**src/rtl/ihdp_pkg.sv**
```systemverilog
// Shared types and constants for the image header dimension parser.
package ihdp_pkg;

    localparam int unsigned HEADER_LEN = 24;
    localparam int unsigned POS_BITS   = $clog2(HEADER_LEN + 1);

    localparam logic [7:0] BYTE_FF   = 8'hFF;
    localparam logic [7:0] BYTE_SOI  = 8'hD8;
    localparam logic [7:0] BYTE_APP0 = 8'hE0;
    localparam logic [7:0] SOF_C0    = 8'hC0;
    localparam logic [7:0] SOF_C1    = 8'hC1;
    localparam logic [7:0] SOF_C2    = 8'hC2;
    localparam logic [7:0] SOF_C3    = 8'hC3;
    localparam logic [7:0] SOF_C9    = 8'hC9;
    localparam logic [7:0] SOF_CA    = 8'hCA;
    localparam logic [7:0] SOF_CB    = 8'hCB;

    localparam logic [63:0] PNG_SIGNATURE = 64'h89504E470D0A1A0A;
    localparam logic [31:0] IHDR_TAG      = 32'h49484452;
    localparam logic [31:0] JFIF_TAG      = 32'h4A464946;

    localparam logic [1:0] FMT_NONE = 2'd0;
    localparam logic [1:0] FMT_JPEG = 2'd1;
    localparam logic [1:0] FMT_PNG  = 2'd2;

    localparam logic [1:0] STAT_OK        = 2'd0;
    localparam logic [1:0] STAT_SHORT     = 2'd1;
    localparam logic [1:0] STAT_UNKNOWN   = 2'd2;
    localparam logic [1:0] STAT_TRUNCATED = 2'd3;

    typedef enum logic [3:0] {
        PH_SIG,
        PH_MARK,
        PH_CODE,
        PH_LENH,
        PH_LENL,
        PH_SKIP,
        PH_PREC,
        PH_HH,
        PH_HL,
        PH_WH,
        PH_WL,
        PH_DONE,
        PH_BAD
    } phase_t;

    typedef struct packed {
        logic        found;
        logic        bad;
        logic [15:0] width;
        logic [15:0] height;
    } walk_view_t;

    typedef struct packed {
        logic [31:0] width;
        logic [31:0] height;
        logic [1:0]  format;
        logic [1:0]  status;
    } result_t;

endpackage

```
**src/rtl/ihdp_seg_walker.sv**
```systemverilog
// JPEG segment walker that locates the SOF marker and captures its dimensions.
module ihdp_seg_walker
(
    input  logic               clk,
    input  logic               rst_n,
    input  logic               byte_fire,
    input  logic [7:0]         data_byte,
    input  logic               last_byte,
    input  logic               started,
    output ihdp_pkg::walk_view_t view
);

    ihdp_pkg::phase_t phase_reg;
    ihdp_pkg::phase_t phase_next;
    logic [15:0]      skip_reg;
    logic [15:0]      skip_next;
    logic [7:0]       marker_reg;
    logic [7:0]       marker_next;
    logic [15:0]      width_reg;
    logic [15:0]      width_next;
    logic [15:0]      height_reg;
    logic [15:0]      height_next;
    logic [15:0]      seg_len;

    function automatic logic is_sof(input logic [7:0] code);
        return code == ihdp_pkg::SOF_C0 || code == ihdp_pkg::SOF_C1 ||
               code == ihdp_pkg::SOF_C2 || code == ihdp_pkg::SOF_C3 ||
               code == ihdp_pkg::SOF_C9 || code == ihdp_pkg::SOF_CA ||
               code == ihdp_pkg::SOF_CB;
    endfunction

    assign seg_len = {skip_reg[15:8], data_byte};

    always_comb
    begin
        phase_next  = phase_reg;
        skip_next   = skip_reg;
        marker_next = marker_reg;
        width_next  = width_reg;
        height_next = height_reg;
        case (phase_reg)
            ihdp_pkg::PH_SIG:
            begin
                if (started)
                begin
                    phase_next = ihdp_pkg::PH_MARK;
                end
            end
            ihdp_pkg::PH_MARK:
            begin
                phase_next = (data_byte == ihdp_pkg::BYTE_FF) ? ihdp_pkg::PH_CODE
                                                              : ihdp_pkg::PH_BAD;
            end
            ihdp_pkg::PH_CODE:
            begin
                marker_next = data_byte;
                phase_next  = ihdp_pkg::PH_LENH;
            end
            ihdp_pkg::PH_LENH:
            begin
                skip_next  = {data_byte, 8'h00};
                phase_next = ihdp_pkg::PH_LENL;
            end
            ihdp_pkg::PH_LENL:
            begin
                if (is_sof(marker_reg))
                begin
                    phase_next = ihdp_pkg::PH_PREC;
                end
                else if (seg_len < 16'd2)
                begin
                    phase_next = ihdp_pkg::PH_BAD;
                end
                else if (seg_len == 16'd2)
                begin
                    phase_next = ihdp_pkg::PH_MARK;
                end
                else
                begin
                    skip_next  = seg_len - 16'd2;
                    phase_next = ihdp_pkg::PH_SKIP;
                end
            end
            ihdp_pkg::PH_SKIP:
            begin
                skip_next = skip_reg - 16'd1;
                if (skip_reg == 16'd1)
                begin
                    phase_next = ihdp_pkg::PH_MARK;
                end
            end
            ihdp_pkg::PH_PREC:
            begin
                phase_next = ihdp_pkg::PH_HH;
            end
            ihdp_pkg::PH_HH:
            begin
                height_next = {data_byte, 8'h00};
                phase_next  = ihdp_pkg::PH_HL;
            end
            ihdp_pkg::PH_HL:
            begin
                height_next = {height_reg[15:8], data_byte};
                phase_next  = ihdp_pkg::PH_WH;
            end
            ihdp_pkg::PH_WH:
            begin
                width_next = {data_byte, 8'h00};
                phase_next = ihdp_pkg::PH_WL;
            end
            ihdp_pkg::PH_WL:
            begin
                width_next = {width_reg[15:8], data_byte};
                phase_next = ihdp_pkg::PH_DONE;
            end
            default:
            begin
                phase_next = phase_reg;
            end
        endcase
    end

    assign view.found  = (phase_next == ihdp_pkg::PH_DONE);
    assign view.bad    = (phase_next == ihdp_pkg::PH_BAD);
    assign view.width  = width_next;
    assign view.height = height_next;

    always_ff @(posedge clk or negedge rst_n)
    begin
        if (!rst_n)
        begin
            phase_reg  <= ihdp_pkg::PH_SIG;
            skip_reg   <= '0;
            marker_reg <= '0;
            width_reg  <= '0;
            height_reg <= '0;
        end
        else if (byte_fire)
        begin
            if (last_byte)
            begin
                phase_reg  <= ihdp_pkg::PH_SIG;
                skip_reg   <= '0;
                marker_reg <= '0;
                width_reg  <= '0;
                height_reg <= '0;
            end
            else
            begin
                phase_reg  <= phase_next;
                skip_reg   <= skip_next;
                marker_reg <= marker_next;
                width_reg  <= width_next;
                height_reg <= height_next;
            end
        end
    end

`ifndef SYNTHESIS
    a_skip_nonzero: assert property (@(posedge clk) disable iff (!rst_n)
        phase_reg == ihdp_pkg::PH_SKIP |-> skip_reg != 16'd0)
        else $error("Skip phase entered with nothing left to skip.");

    a_restart_after_last: assert property (@(posedge clk) disable iff (!rst_n)
        byte_fire && last_byte |=> phase_reg == ihdp_pkg::PH_SIG && width_reg == 16'd0)
        else $error("Walker did not return to its start state after a final byte.");
`endif

endmodule

```
**src/rtl/image_header_dimension_parser.sv**
```systemverilog
// Top level of the image header dimension parser with its result register and skid stage.
// Each result is registered in the output register, or in the skid stage on a stall.
// Throughput: one byte per cycle unless stalled; each byte updates the segment walker.
// Input stalls only while a second result waits in the skid stage behind a stalled output.
// Reset (rst_n low, asynchronous) clears the parse state and empties both result stages.
// The first 24 header bytes are held without reset and are read only after being written.
module image_header_dimension_parser
(
    input  logic        clk,
    input  logic        rst_n,
    input  logic        in_valid,
    output logic        in_stall,
    input  logic [7:0]  data_byte,
    input  logic        last_byte,
    output logic        out_valid,
    input  logic        out_stall,
    output logic [31:0] image_width,
    output logic [31:0] image_height,
    output logic [1:0]  image_format,
    output logic [1:0]  parse_status
);

    localparam logic [ihdp_pkg::POS_BITS-1:0] POS_FULL =
        ihdp_pkg::POS_BITS'(ihdp_pkg::HEADER_LEN);
    localparam logic [ihdp_pkg::POS_BITS-1:0] POS_LAST =
        ihdp_pkg::POS_BITS'(ihdp_pkg::HEADER_LEN - 1);

    logic                          in_fire;
    logic                          res_fire;
    logic                          out_free;
    logic [ihdp_pkg::POS_BITS-1:0] pos_reg;
    logic [7:0]                    hdr_reg [ihdp_pkg::HEADER_LEN];
    logic [7:0]                    hdr_view [ihdp_pkg::HEADER_LEN];
    logic                          is_jfif;
    logic                          is_png;
    ihdp_pkg::walk_view_t          walk;
    ihdp_pkg::result_t             res;
    ihdp_pkg::result_t             out_reg;
    ihdp_pkg::result_t             skid_reg;
    logic                          out_valid_reg;
    logic                          skid_valid_reg;

    assign in_stall = skid_valid_reg;
    assign in_fire  = in_valid && !in_stall;
    assign res_fire = in_fire && last_byte;
    assign out_free = !out_valid_reg || !out_stall;

    ihdp_seg_walker u_walker
    (
        .clk       (clk),
        .rst_n     (rst_n),
        .byte_fire (in_fire),
        .data_byte (data_byte),
        .last_byte (last_byte),
        .started   (pos_reg != '0),
        .view      (walk)
    );

    always_ff @(posedge clk or negedge rst_n)
    begin
        if (!rst_n)
        begin
            pos_reg <= '0;
        end
        else if (in_fire)
        begin
            if (last_byte)
            begin
                pos_reg <= '0;
            end
            else if (pos_reg != POS_FULL)
            begin
                pos_reg <= pos_reg + 1'b1;
            end
        end
    end

    always_ff @(posedge clk)
    begin
        if (in_fire && pos_reg != POS_FULL)
        begin
            hdr_reg[pos_reg] <= data_byte;
        end
    end

    // The last header byte may be arriving in the same transaction as the final byte.
    always_comb
    begin
        for (int i = 0; i < ihdp_pkg::HEADER_LEN; i++)
        begin
            hdr_view[i] = hdr_reg[i];
        end
        if (pos_reg == POS_LAST)
        begin
            hdr_view[ihdp_pkg::HEADER_LEN-1] = data_byte;
        end
    end

    assign is_jfif = hdr_view[0] == ihdp_pkg::BYTE_FF && hdr_view[1] == ihdp_pkg::BYTE_SOI &&
                     hdr_view[2] == ihdp_pkg::BYTE_FF && hdr_view[3] == ihdp_pkg::BYTE_APP0 &&
                     {hdr_view[6], hdr_view[7], hdr_view[8], hdr_view[9]} == ihdp_pkg::JFIF_TAG;

    assign is_png = {hdr_view[0], hdr_view[1], hdr_view[2], hdr_view[3],
                     hdr_view[4], hdr_view[5], hdr_view[6], hdr_view[7]}
                        == ihdp_pkg::PNG_SIGNATURE &&
                    {hdr_view[12], hdr_view[13], hdr_view[14], hdr_view[15]}
                        == ihdp_pkg::IHDR_TAG;

    always_comb
    begin
        res.width  = '0;
        res.height = '0;
        res.format = ihdp_pkg::FMT_NONE;
        res.status = ihdp_pkg::STAT_UNKNOWN;
        if (pos_reg < POS_LAST)
        begin
            res.status = ihdp_pkg::STAT_SHORT;
        end
        else if (is_jfif)
        begin
            if (walk.found)
            begin
                res.width  = {16'h0000, walk.width};
                res.height = {16'h0000, walk.height};
                res.format = ihdp_pkg::FMT_JPEG;
                res.status = ihdp_pkg::STAT_OK;
            end
            else if (walk.bad)
            begin
                res.status = ihdp_pkg::STAT_UNKNOWN;
            end
            else
            begin
                res.status = ihdp_pkg::STAT_TRUNCATED;
            end
        end
        else if (is_png)
        begin
            res.width  = {hdr_view[16], hdr_view[17], hdr_view[18], hdr_view[19]};
            res.height = {hdr_view[20], hdr_view[21], hdr_view[22], hdr_view[23]};
            res.format = ihdp_pkg::FMT_PNG;
            res.status = ihdp_pkg::STAT_OK;
        end
    end

    always_ff @(posedge clk or negedge rst_n)
    begin
        if (!rst_n)
        begin
            out_valid_reg  <= 1'b0;
            skid_valid_reg <= 1'b0;
        end
        else if (skid_valid_reg)
        begin
            if (out_free)
            begin
                out_valid_reg  <= 1'b1;
                skid_valid_reg <= 1'b0;
            end
        end
        else if (res_fire)
        begin
            if (out_free)
            begin
                out_valid_reg <= 1'b1;
            end
            else
            begin
                skid_valid_reg <= 1'b1;
            end
        end
        else if (out_free)
        begin
            out_valid_reg <= 1'b0;
        end
    end

    always_ff @(posedge clk)
    begin
        if (skid_valid_reg)
        begin
            if (out_free)
            begin
                out_reg <= skid_reg;
            end
        end
        else if (res_fire)
        begin
            if (out_free)
            begin
                out_reg <= res;
            end
            else
            begin
                skid_reg <= res;
            end
        end
    end

    assign out_valid    = out_valid_reg;
    assign image_width  = out_reg.width;
    assign image_height = out_reg.height;
    assign image_format = out_reg.format;
    assign parse_status = out_reg.status;

`ifndef SYNTHESIS
    a_skid_behind_out: assert property (@(posedge clk) disable iff (!rst_n)
        skid_valid_reg |-> out_valid_reg)
        else $error("Skid stage holds a transaction while the output register is empty.");

    a_ok_has_format: assert property (@(posedge clk) disable iff (!rst_n)
        out_valid && parse_status == ihdp_pkg::STAT_OK |-> image_format != ihdp_pkg::FMT_NONE)
        else $error("Successful result carries no format.");

    a_error_is_zero: assert property (@(posedge clk) disable iff (!rst_n)
        out_valid && parse_status != ihdp_pkg::STAT_OK |->
            image_width == 32'd0 && image_height == 32'd0 &&
            image_format == ihdp_pkg::FMT_NONE)
        else $error("Error result carries nonzero dimensions or a format.");
`endif

endmodule

```
**config.mk**
```make
export PLATFORM = sky130hd
export DESIGN_NAME = image_header_dimension_parser
export DESIGN_NICKNAME = d
export VERILOG_FILES = /design/src/rtl/ihdp_pkg.sv /design/src/rtl/ihdp_seg_walker.sv /design/src/rtl/image_header_dimension_parser.sv
export SDC_FILE = /design/constraint.sdc
export NUM_CORES = 1
export LEC_CHECK = 0
export BUFFER_PORTS_ARGS = -buffer_cell sky130_fd_sc_hd__buf_2
export CORE_ASPECT_RATIO = 1.2
export CORE_MARGIN = 2
export CORE_UTILIZATION = 55
export DETAILED_ROUTE_END_ITERATION = 12
export GPL_ROUTABILITY_DRIVEN = 0
export PLACE_DENSITY = 0.76
export SETUP_SLACK_MARGIN = 0.05
export SLEW_MARGIN = 20
export SYNTH_ARGS = -nofsm -noshare
export SYNTH_HDL_FRONTEND = slang
export SYNTH_SLANG_ARGS = --single-unit
export TNS_END_PERCENT = 5
```
**constraint.sdc**
```tcl
create_clock -name clk -period 4.9 [get_ports clk]
set_input_delay 0 -clock clk [delete_from_list [all_inputs] [get_ports clk]]
set_output_delay 0 -clock clk [all_outputs]
set_load 0.05 [all_outputs]
```
; ---- Word-level counts from Yosys, hierarchy flattened
; Memory sizes are Yosys's and may differ from the RTL's.
; Index checks and enable logic that the tools add are counted.
[word_totals]
reg_bits = 203
ramBits = 192
n_memories = 1
[op_classes]
n_addsub = 3
n_lt_le_gt_ge = 2
eq_ne = 34
n_mux = 42
n_bitwise = 2
n_reduce_logical = 30
[mem_list]
columns = name, depth, width, rd, rd_clocked_by_memory_dff, wr, line
row1 = hdr_reg, 24, 8, 22, 0, 1, image_header_dimension_parser.sv:32  ; logic [7:0] hdr_reg [ihdp_pkg::HEADER_LEN];
[op_table]
columns = cell, count
row1 = $mux W68, 6
row2 = $eq A8 B8 Y1 const B, 12
row3 = $mux W16, 6
row4 = $mux W66, 1
row5 = $eq A32 B31 Y1 const B, 2
row6 = $eq A64 B64 Y1 const B, 1
row7 = $pmux W16 S2, 2
row8 = $mux W50, 1
row9 = $pmux W16 S3, 1
row10 = $pmux W4 S11, 1
row11 = $mux W4, 6
row12 = $mux W8, 3
row13 = $eq A4 B4 Y1 const B, 5
row14 = $eq A16 B1 Y1 const B, 1
row15 = $eq A16 B2 Y1 const B, 1
row16 = $eq A4 B3 Y1 const B, 4
row17 = $lt A16 B2 Y1 const B, 1
row18 = $sub A16 B1 Y16 const B, 1
row19 = $sub A16 B2 Y16 const B, 1
row20 = $mux W1, 10
row21 = $mux W5, 2
row22 = $ne A3 B3 Y1 const B, 3
row23 = $eq A4 B2 Y1 const B, 2
row24 = $logic_and A1 B1 Y1, 8
row25 = 18 further kinds, 32

; ---- Logic depth before layout (Yosys ltp)
; Gate-level depths: netlist (run 1).
[depth]
ltp_word = 17
mapped_depth = 10

; ---- Cells and area by module
; A second synthesis (run 1) with hierarchy kept.
[hier_totals]
cells_unflattened = 1164
area_unflattened_um2 = 16308.1
[by_module_without_submodules]
columns = module, instances, cells_per_inst, area_per_inst_um2
row1 = image_header_dimension_parser, 1, 737, 12306.8
row2 = ihdp_seg_walker, 1, 427, 4001.3

; ---- Worst setup path after synthesis (run 1)
; Ideal clock, no wire load.
[synth_path]
kind = register to register
start = reg skid_valid_reg (netlist: in_stall)
end = reg out_reg (netlist bit image_format[0]), enable pin
setup_ps = 516
t_arrival_ps = 4721
setup_slack_ps = -337
stages_incl_launch_ff = 5
cell_sequence = dfrtp_1 -> clkbuf_1 -> clkbuf_1 -> a21oi_1 -> a21oi_1
[synth_via]
elab_chain_cells = 5
[synth_lines]
columns = item, line
row1 = start: declaration, image_header_dimension_parser.sv:41  ; logic skid_valid_reg;
row2 = start signal: assignment, image_header_dimension_parser.sv:151  ; skid_valid_reg <= 1'b0;
row3 = start signal: assignment, image_header_dimension_parser.sv:158  ; skid_valid_reg <= 1'b0;
row4 = start signal: assignment, image_header_dimension_parser.sv:169  ; skid_valid_reg <= 1'b1;
row5 = $logic_not A1 Y1, image_header_dimension_parser.sv:44  ; assign in_fire = in_valid && !in_stall;
row6 = $logic_and A1 B1 Y1, image_header_dimension_parser.sv:44
row7 = $logic_and A1 B1 Y1, image_header_dimension_parser.sv:45  ; assign res_fire = in_fire && last_byte;
row8 = $reduce_bool A2 Y1 (no source line) *, -
row9 = $reduce_and A2 Y1 (no source line) *, -
row10 = end signal: assignment, image_header_dimension_parser.sv:184  ; out_reg <= skid_reg;
row11 = end signal: assignment, image_header_dimension_parser.sv:191  ; out_reg <= res;
row12 = end: declaration, image_header_dimension_parser.sv:38  ; ihdp_pkg::result_t out_reg;
; Every way passes the cells marked *; elsewhere a longest branch is shown, timed or not.
; A chain may end at the register's enable or synchronous reset.

==> results of run 1 <==
[kinds of logic (layout without fill, tap and decap cells)]
family                   count (synthesis)  in the layout
flip-flops                             379            379
multiplexers                            57             57
XOR/XNOR                                11             11
adder cells (fa/ha/maj)                  7              7
AO/OA/AOI/OAI                          259            259
buffers and inverters                   82            199
AND/OR/NAND/NOR                        351            351
[layout make-up]
class	count	area [sq um]	share of cell area (%)
sequential	379	11000	61.9
multi-input combinational	685	4400	24.6
clock buffer	49	1080	6.03
timing repair buffer	114	681	3.81
tap	379	474	2.66
clock inverter	20	119	0.666
inverter	16	60.1	0.336
[worst reg2reg max path, delay by kind of cell, from the launching register on]
kind                   cells  cell delay, ns
and+or+nand+nor            4            1.84
buffers and inverters      1            0.55
AOI/OAI and AO/OA          3            0.46
DFF                        1            0.41
[cell usage in the layout (no fill, tap or decap), types with 7 or more instances in the layout]
cell type / n
sky130_fd_sc_hd__mux2_2: 38
sky130_fd_sc_hd__mux2i_1: 19
sky130_fd_sc_hd__nor4bb_1: 9
sky130_fd_sc_hd__dlygate4sd3_1: 12
sky130_fd_sc_hd__o21ai_1: 42
sky130_fd_sc_hd__inv_1: 15
sky130_fd_sc_hd__nand4_1: 12
sky130_fd_sc_hd__a21oi_1: 31
sky130_fd_sc_hd__a21o_1: 20
sky130_fd_sc_hd__a22o_1: 22
sky130_fd_sc_hd__a22oi_1: 9
sky130_fd_sc_hd__nand3_1: 14
sky130_fd_sc_hd__and2_1: 36
sky130_fd_sc_hd__dfrtp_1: 67
sky130_fd_sc_hd__nor2_1: 57
sky130_fd_sc_hd__nor4_1: 13
sky130_fd_sc_hd__nor4b_1: 9
sky130_fd_sc_hd__and3_1: 14
sky130_fd_sc_hd__o21ai_0: 76
sky130_fd_sc_hd__buf_2: 82
sky130_fd_sc_hd__buf_4: 20
sky130_fd_sc_hd__clkbuf_16: 41
sky130_fd_sc_hd__nand2b_1: 17
sky130_fd_sc_hd__a32o_1: 7
sky130_fd_sc_hd__nor3_1: 18
sky130_fd_sc_hd__edfxtp_1: 312
sky130_fd_sc_hd__clkinv_1: 10
sky130_fd_sc_hd__a32oi_1: 8
sky130_fd_sc_hd__o31ai_1: 13
sky130_fd_sc_hd__ha_1: 7
sky130_fd_sc_hd__clkinv_2: 7
sky130_fd_sc_hd__nor2b_1: 9
sky130_fd_sc_hd__nand2_1: 103
[timing repair]
action	in CTS	in global routing
endpoints found under the setup margin	0	0
hold buffers	12	0
buffers inserted	0	0
endpoints found under the hold margin	112	0
[worst min path at each step]
stage | startpoint | end | slack (ns) | cells past startpoint
floorplan | rst_n | in_stall | -0.30 | 0
global placement | rst_n | u_walker.skip_reg[6] | 0.27 | 2
detailed placement | rst_n | u_walker.skip_reg[6] | 0.28 | 2
CTS | data_byte[0] | hdr_reg[1][0] | 0.13 | 1
global route | data_byte[0] | hdr_reg[1][0] | 0.14 | 1
finish | data_byte[0] | hdr_reg[1][0] | 0.15 | 1
[where the power goes]
group	internal, mW	switching [mW]
Sequential	3.68	0.185
Clock	1.60	1.17
Combinational	0.392	0.830
[metrics by stage]
stage	setup slack, ns	total power, mW	area [sq um]
after floorplan	0.371	4.81	15800
after global placement	1.69	5.08	16500
after detailed placement	1.60	5.12	16500
after CTS	1.57	7.88	17800
after global routing	1.37	8.16	17900
final	1.47	7.86	17900
[metal layers]
layer	vias up	track usage (%)	routed length [um]
met5	-	0	0
met4	0	7.48	826
met3	66	3.52	2030
met2	396	38.5	16800
met1	4888	30.8	14100
li1	4537	-	-
==> results.yml, run 1 <==
status:
  run_status: "finished clean"
yosys:
  ys_async_sr_fraction_pct: 17.7
  synth.area.mux_share_pct: 3.92
  synth_seq_area_share_pct: 70.1
  ys.warnings.count: 0
  synth.most_common_cell: "sky130_fd_sc_hd__edfxtp_1"
  dominant_combinational_cell_family_by_area_after_synthesis: "simple AND/OR/NAND/NOR gates"
  post_synth_xor_area_fraction_pct: 0.612
  post_synth.cell_area_avg_sq_um: 13.7
  synth_enable_flop_cells: 312
  post-synth-top-area-fraction_pct: 59.5
  yosysTopAreaCell: "sky130_fd_sc_hd__edfxtp_1"
  synth_area_leaders: "sky130_fd_sc_hd__edfxtp_1 (59%), sky130_fd_sc_hd__dfrtp_1 (11%), sky130_fd_sc_hd__mux2_2 (2.7%), sky130_fd_sc_hd__nand2_1 (2.5%), sky130_fd_sc_hd__o21ai_0 (2.4%)"
  postSynthRegisterBits: 379
  synthFlopType: "sky130_fd_sc_hd__edfxtp_1"
  synth_top_cells_by_count: "sky130_fd_sc_hd__edfxtp_1 (312), sky130_fd_sc_hd__nand2_1 (103), sky130_fd_sc_hd__o21ai_0 (76)"
  yosysUniqueCellTypes: 70
  mappedNetlistNets: 1166
  number_of_cells_produced_by_synthesis: 1146
  adder_cell_area_share_of_the_yosys_netlist_pct: 0.556
  synth.cell_area_sq_mm: 0.0158
  simple_gate_share_of_the_synthesized_area_pct: 12.2
  synth_compound_gate_area_share_pct: 10.4
setup_path:
  critPathSlowestCell: "sky130_fd_sc_hd__buf_4"
  arrival_ns: 3.78
  required_ns: 5.25
  r2r_slack_ns: 1.47
  critical_path.startpoint: "hdr_reg[0][5]"
  cp-endpoint: "image_width[15]"
  critical_path_class: "reg2reg"
  worst_setup_path_start_kind: "register"
  critPathBufInv: 1
  critPathMaxStageDelay_ns: 0.55
  critical_path.reg2reg.startpoint: "hdr_reg[0][5]"
  worstSetupEndpointType: "register"
  worst-r2r-cell-count: 8
  cp_cell_sequence: "or4_1 -> nor4_1 -> nor4b_1 -> and4b_2 -> buf_4 -> a21o_1 -> o21ai_0 -> o21ai_1"
  critical_path.reg2reg.endpoint: "image_width[15]"
  critical_path_depth: 8
  critical_path.max_fanout: 65
  critPathTopFamily: "simple AND/OR/NAND/NOR gates"
sta:
  fin_tns_setup_ns: 0
  report.final.hold_viol_count: 0
  highest_clock_rate_mhz: 292
  slew_viol_final: 0
  worst_slew_margin_rel_pct: 36.2
  period_needed_ns: 3.43
  final.setup_skew_ns: 0.0133
  post-route-period-util_pct: 69.9
  hold_slack_ns: 0.151
  unrepaired_setup_endpoints_after_global_routing: "no"
  slew_at_the_pin_closest_to_its_max_slew_limit_ns: 0.955
  final_count_of_negative_setup_slack_endpoints: 0
layout:
  inserted_diodes: 0
  largest_register_ff_count: 176
  syn2layout_area_growth_pct: 13.3
  fillCellCount: 2008
  layout-drive-gt1-share_pct: 16.9
  final_core_utilization_pct: 63.6
  nets: 1254
  stdcell_count: 1642
floorplan:
  number_of_core_rows: 67
  ios: 83
  floorplan.core_area_sq_mm: 0.0281
  fp.dieArea_sq_mm: 0.0300
  dieWidth_um: 158
  dieHeight_um: 189
  start_util_pct: 56.1
global_routing:
  number_of_global_route_vias_before_repair: 9651
  maximum_number_of_pins_on_one_net_before_global_route_repair: 68
  grt_first_pass_wirelength_um: 52800
  grt_usage_pct: 22.9
  overflow: 0
  grt_antenna_before_repair: 0
drt:
  drt-wirelength-per-cell_um: 20.6
  wl_um: 33800
  first_pass_iters: 6
  iter_0_drt_violations: 1072
  postRouteAntennaNets: 0
  drc_errors: 0
  detailroute.via_count: 9887
  detail_route.vias_per_cell: 6.02
placement:
  hpwl_um: 20700
  placedCellCount: 1561
  io_buffer_count: 82
run:
  cap_violations: 0
cts:
  tritoncts_clock_tree: "built"
  post_cts.resized_instances: 0
  clkTransAtPathRegs_ns: 0.06
  cts-root-buf: "sky130_fd_sc_hd__clkbuf_16"
  ctsLongestPathBuffers: 3
  worst_skew_pair.late_latency_ns: 0.53
  cts.sink_count: 379
  h-tree-depth: 2
  number_of_buffers_created_by_cts: 38
power_and_ir_drop:
  p_leak_nw: 6.54
  vdd_drop_max_mv: 0.231
  power.density_mw_per_mm2: 440
hold_path:
  hold_path_class: "in2reg"
No activity file was read; power rests on OpenSTA's default activity.
==> inputs of run 2 (changes only) <==
Settings changed: CORE_UTILIZATION 55 to 58.
Clock period 4.9 ns to 3.38 ns, I/O delays scaled along.
==> run 2 against run 1 <==
Largest power group unchanged. Non-clock buffer count grew 11. Setup slack lost 1.2 ns. Clock-buffer cell count grew 3.
==> results.yml, run 2 (synthesis gave the netlist of run 1 again) <==
layout:
  layout-drive-gt1-share_pct: 17.5
  layout.cells.most_common_list: "sky130_fd_sc_hd__edfxtp_1 (312), sky130_fd_sc_hd__nand2_1 (103), sky130_fd_sc_hd__buf_2 (82), sky130_fd_sc_hd__o21ai_0 (76), sky130_fd_sc_hd__dfrtp_1 (67)"
  final_core_utilization_pct: 66.6
  final_common_cell: "sky130_fd_sc_hd__edfxtp_1"
  nets: 1264
  inserted_diodes: 0
  syn2layout_area_growth_pct: 13.8
  largest_register_ff_count: 176
drt:
  wl_um: 34000
  detail_route.vias_per_cell: 6.14
  drc_errors: 0
  met3_routed_wirelength_um: 2090
  wl_met1_um: 14100
  iter_0_drt_violations: 856
  drt-wirelength-per-cell_um: 21.1
  first_pass_iters: 5
  detailroute.via_count: 9899
  wl_met2_um: 16800
  route.top_layer_used: "met4"
  postRouteAntennaNets: 0
setup_path:
  cp_cell_sequence: "dlygate4sd3_1 -> buf_2 -> nor4_1 -> nand4_1 -> nor4_1 -> nor3_1 -> nor4_4 -> nand4_4 -> buf_4 -> o21ai_1"
  critical_path.max_fanout: 17
  critical_path_class: "in2reg"
  worst_setup_path_start_kind: "input pin"
  required_ns: 3.74
  critPathTopFamily: "simple AND/OR/NAND/NOR gates"
  critPathBufInv: 3
  arrival_ns: 3.43
  path_common_cell: "sky130_fd_sc_hd__nor4_1"
  critPathSlowestCell: "sky130_fd_sc_hd__nor4_1"
  worstSetupEndpointType: "register"
  critPathMaxStageDelay_ns: 0.69
sta:
  post-route-worst-setup-slack_ns: 0.310
  period_needed_ns: 3.07
  slew_viol_final: 0
  final.setup_skew_ns: 0.0205
  report.final.hold_viol_count: 0
  final_count_of_negative_setup_slack_endpoints: 0
  slew_at_the_pin_closest_to_its_max_slew_limit_ns: 0.972
  post-route-period-util_pct: 90.8
  unrepaired_setup_endpoints_after_global_routing: "no"
  highest_clock_rate_mhz: 326
  worst_slew_margin_rel_pct: 35.0
global_routing:
  overflow: 0
  number_of_global_route_vias_before_repair: 9568
  grt_usage_pct: 24.1
  grt_first_pass_wirelength_um: 53300
  grt_antenna_before_repair: 0
  maximum_number_of_pins_on_one_net_before_global_route_repair: 69
cts:
  cts-root-buf: "sky130_fd_sc_hd__clkbuf_16"
  h-tree-depth: 2
  number_of_buffers_created_by_cts: 37
  tritoncts_clock_tree: "built"
  ctsLongestPathBuffers: 3
  clkTransAtPathRegs_ns: 0.06
  worst_skew_pair.late_latency_ns: 0.53
  cts.sink_count: 379
floorplan:
  ios: 83
  start_util_pct: 58.5
  fp.dieArea_sq_mm: 0.0285
  dieHeight_um: 185
  dieWidth_um: 154
  number_of_core_rows: 66
  floorplan.core_area_sq_mm: 0.0269
power_and_ir_drop:
  vdd_drop_max_mv: 0.443
  p_leak_nw: 6.61
  power.density_mw_per_mm2: 644
placement:
  io_buffer_count: 82
  dp_worst_setup_slack_ns: 0.167
  hpwl_um: 20800
status:
  run_status: "finished clean"
hold_path:
  hold_path_class: "in2reg"
run:
  cap_violations: 0
-- run 2: final timing paths --
| kind | startpoint | endpoint | slack, ns | cells past startpoint |
|---|---|---|---|---|
| min | data_byte[2] | hdr_reg[17][2] | 0.02 | 1 |
| min in group asynchronous | rst_n | u_walker.height_reg[0] | 0.06 | 2 |
| max in group asynchronous | rst_n | u_walker.width_reg[0] | 2.54 | 3 |
| min reg2reg | u_walker.width_reg[10] | u_walker.width_reg[10] | 0.48 | 2 |
| max | data_byte[5] | image_width[11] | 0.31 | 10 |
| max reg2reg | hdr_reg[0][6] | image_height[14] | 0.33 | 8 |
-- run 2: final cells by class --
| type | count | area, sq um |
|---|---|---|
| flip-flops and latches | 379 | 11000 |
| fillers | 1859 | 8990 |
| multi-input cells | 685 | 4380 |
| clock buffers | 52 | 1040 |
| repair buffers | 125 | 801 |
| well taps | 340 | 425 |
| clock inverters | 15 | 174 |
| inverters | 16 | 60.1 |
-- run 2: stage by stage --
stage          hold slack, ns  TNS, ns  std cells  instance area [sq um]  power [mW]
5_1_grt                0.0292        0       1612                  17900        12.0
3_3_place_gp           0.0693        0       1538                  16600        7.43
4_1_cts               0.00227        0       1612                  17900        11.6
3_5_place_dp           0.0758        0       1538                  16600        7.48
6_report               0.0210        0       1612                  17900        11.5
2_1_floorplan          -0.296   -0.609       1146                  15800        6.97
-- run 2: what timing repair did --
item / in CTS / in global routing
hold endpoints to repair: 42 / 0
buffers inserted: 0 / 0
hold buffers: 7 / 0
resized for setup: 0 / 0
-- run 2: layer usage --
metal / up-vias / GRT usage, %
met5: - / 0
met1: 4861 / 32.8
met4: 0 / 8.41
met3: 79 / 3.57
li1: 4557 / -
met2: 402 / 40.1
-- run 2: power breakdown --
group	total (mW)	internal, mW	switching (mW)
Sequential	5.58	5.34	0.241
Clock	4.12	2.47	1.65
Combinational	1.84	0.604	1.24
Total	11.5	8.41	3.13
==> inputs of run 3 (changes only) <==
Settings changed: CORE_MARGIN 2 to default, SETUP_SLACK_MARGIN 0.05 to 0.3.
Clock period 3.38 ns to 3.8 ns, I/O delays scaled along.
==> run 3 against run 2 <==
The run now ends with design-rule violations left. Clock-buffer cell count is 10 lower. Register-to-register slack better by 0.13 ns. Setup slack better by 0.15 ns. Flip-flop and latch count stayed put. First-iteration DRC count is 23% higher. Utilization is 0.67 points higher. Non-clock buffer count is 3 lower. Critical path depth is 4 lower. Global-route usage is 0.93 points higher. Critical path type is now reg2reg. Highest routed layer unchanged.
==> results.yml, run 3 (synthesis gave the netlist of run 1 again) <==
status:
  run_status: "finished, violations left"
  violations: "design-rule violations"
drt:
  drt-wirelength-per-cell_um: 21.5
  drc_errors: 14
  wl_um: 34500
  detail_route.vias_per_cell: 6.23
  postRouteAntennaNets: 0
  iter_0_drt_violations: 1052
  detailroute.via_count: 9984
  first_pass_iters: 10
global_routing:
  number_of_global_route_vias_before_repair: 9785
  grt_usage_pct: 25.0
  grt_first_pass_wirelength_um: 53600
  maximum_number_of_pins_on_one_net_before_global_route_repair: 77
  overflow: 0
  grt_antenna_before_repair: 0
setup_path:
  arrival_ns: 3.67
  critical_path.max_fanout: 15
  worst_setup_path_start_kind: "register"
  r2r_slack_ns: 0.46
  required_ns: 4.12
  critical_path.reg2reg.endpoint: "image_height[7]"
  critical_path_class: "reg2reg"
  critical_path.reg2reg.startpoint: "hdr_reg[0][5]"
  worstSetupEndpointType: "register"
  worst-r2r-cell-count: 6
cts:
  tritoncts_clock_tree: "built"
  cts-root-buf: "sky130_fd_sc_hd__clkbuf_16"
  worst_skew_pair.late_latency_ns: 0.53
  postCtsSetupRepairBufs: 0
  cts.sink_count: 379
  h-tree-depth: 2
  ctsLongestPathBuffers: 3
  clkTransAtPathRegs_ns: 0.07
  number_of_buffers_created_by_cts: 36
hold_path:
  hold_path_class: "in2reg"
  worst_hold_startpoint: "data_byte[6]"
  min_path_cells: 1
  holdPathEnd: "hdr_reg[22][6]"
sta:
  hold_slack_ns: 0.0450
  unrepaired_setup_endpoints_after_global_routing: "no"
  post-route-period-util_pct: 88.0
  post-route-worst-setup-slack_ns: 0.457
  period_needed_ns: 3.34
  highest_clock_rate_mhz: 299
  final_count_of_negative_setup_slack_endpoints: 0
  report.final.hold_viol_count: 0
  slew_at_the_pin_closest_to_its_max_slew_limit_ns: 0.981
  slew_viol_final: 0
  worst_slew_margin_rel_pct: 34.6
  final.setup_skew_ns: 0.0215
  fin_tns_setup_ns: 0
layout:
  layout.cells.most_common_list: "sky130_fd_sc_hd__edfxtp_1 (312), sky130_fd_sc_hd__nand2_1 (103), sky130_fd_sc_hd__buf_2 (82), sky130_fd_sc_hd__o21ai_0 (76), sky130_fd_sc_hd__dfrtp_1 (67)"
  stdcell_count: 1603
  final_core_utilization_pct: 67.3
  final-seq-area_sq_mm: 0.0110
  inserted_diodes: 0
  nets: 1260
  multi_input_area_sq_mm: 0.00439
  final_common_cell: "sky130_fd_sc_hd__edfxtp_1"
  largest_register_ff_count: 176
  syn2layout_area_growth_pct: 13.2
  fillCellCount: 1798
  layout-drive-gt1-share_pct: 17.3
floorplan:
  ios: 83
  start_util_pct: 59.4
  floorplan.core_area_sq_mm: 0.0265
  dieHeight_um: 183
  number_of_core_rows: 65
  fp.dieArea_sq_mm: 0.0278
  dieWidth_um: 152
power_and_ir_drop:
  power.density_mw_per_mm2: 567
  vdd_drop_max_mv: 0.357
  p_leak_nw: 6.57
placement:
  hpwl_um: 21500
  placedCellCount: 1525
  dp_worst_setup_slack_ns: 0.506
  io_buffer_count: 82
run:
  cap_violations: 0
==> run 3: changes by cell type in the layout (fill, tap and decap cells not counted), sizes merged <==
cell / previous run / this run
clkbuf: 52 / 42
clkinv: 10 / 20
buf: 118 / 110
dlygate4sd3: 7 / 12
inv: 17 / 16
==> run 3: repair_timing <==
item	in CTS	in global routing
gates resized for setup	0	0
hold buffers	12	0
endpoints found under the hold margin	109	0
==> run 3: through the flow <==
| step | instance area, sq um | power (mW) |
|---|---|---|
| 4_1_cts | 17800 | 10.1 |
| 2_1_floorplan | 15800 | 6.20 |
| 3_5_place_dp | 16500 | 6.62 |
| 3_3_place_gp | 16500 | 6.57 |
| 5_1_grt | 17800 | 10.5 |
| 6_report | 17800 | 10.1 |
==> run 3: power breakdown <==
group	total (mW)	internal (mW)	switching, mW
registers	4.99	4.75	0.241
clock network	3.52	2.03	1.49
logic	1.60	0.515	1.08
==> run 3: worst max-delay path by stage <==
| stage | startpoint | end | slack [ns] | depth (start not counted) |
|---|---|---|---|---|
| 6_report | hdr_reg[0][5] | image_height[7] | 0.46 | 6 |
| 5_1_grt | hdr_reg[0][6] | image_height[1] | 0.35 | 6 |
| 4_1_cts | hdr_reg[0][5] | image_height[7] | 0.46 | 6 |
| 3_5_place_dp | hdr_reg[0][6] | image_height[7] | 0.51 | 6 |
| 3_3_place_gp | hdr_reg[0][5] | image_height[1] | 0.54 | 6 |
| 2_1_floorplan | in_stall | skid_reg[0] | 0.41 | 4 |
==> run 3: routing by layer <==
metal / routed length, um / up-vias / GRT usage, %
met4: 958 / 0 / 9.09
met1: 14000 / 4950 / 32.0
met5: 0 / - / 0
met3: 2340 / 68 / 4.44
met2: 17200 / 414 / 43.1
li1: - / 4552 / -
==> run 3: final cells by class <==
class                   count  area share (%)
flip-flops and latches    379            61.9
clock inverters            24            1.37
clock buffers              42            5.18
repair buffers            122            4.22
inverters                  16           0.337
well taps                 335            2.35
multi-input cells         685            24.6
==> run 3: worst max-delay path: stages (launching register included) <==
cell and delay [ns]:
sky130_fd_sc_hd__edfxtp_1 0.41, sky130_fd_sc_hd__or4_1 0.53, sky130_fd_sc_hd__nor4_1 0.56, sky130_fd_sc_hd__nor4b_1 0.48, sky130_fd_sc_hd__and3_1 0.67, sky130_fd_sc_hd__a32oi_1 0.18, sky130_fd_sc_hd__o31ai_1 0.30
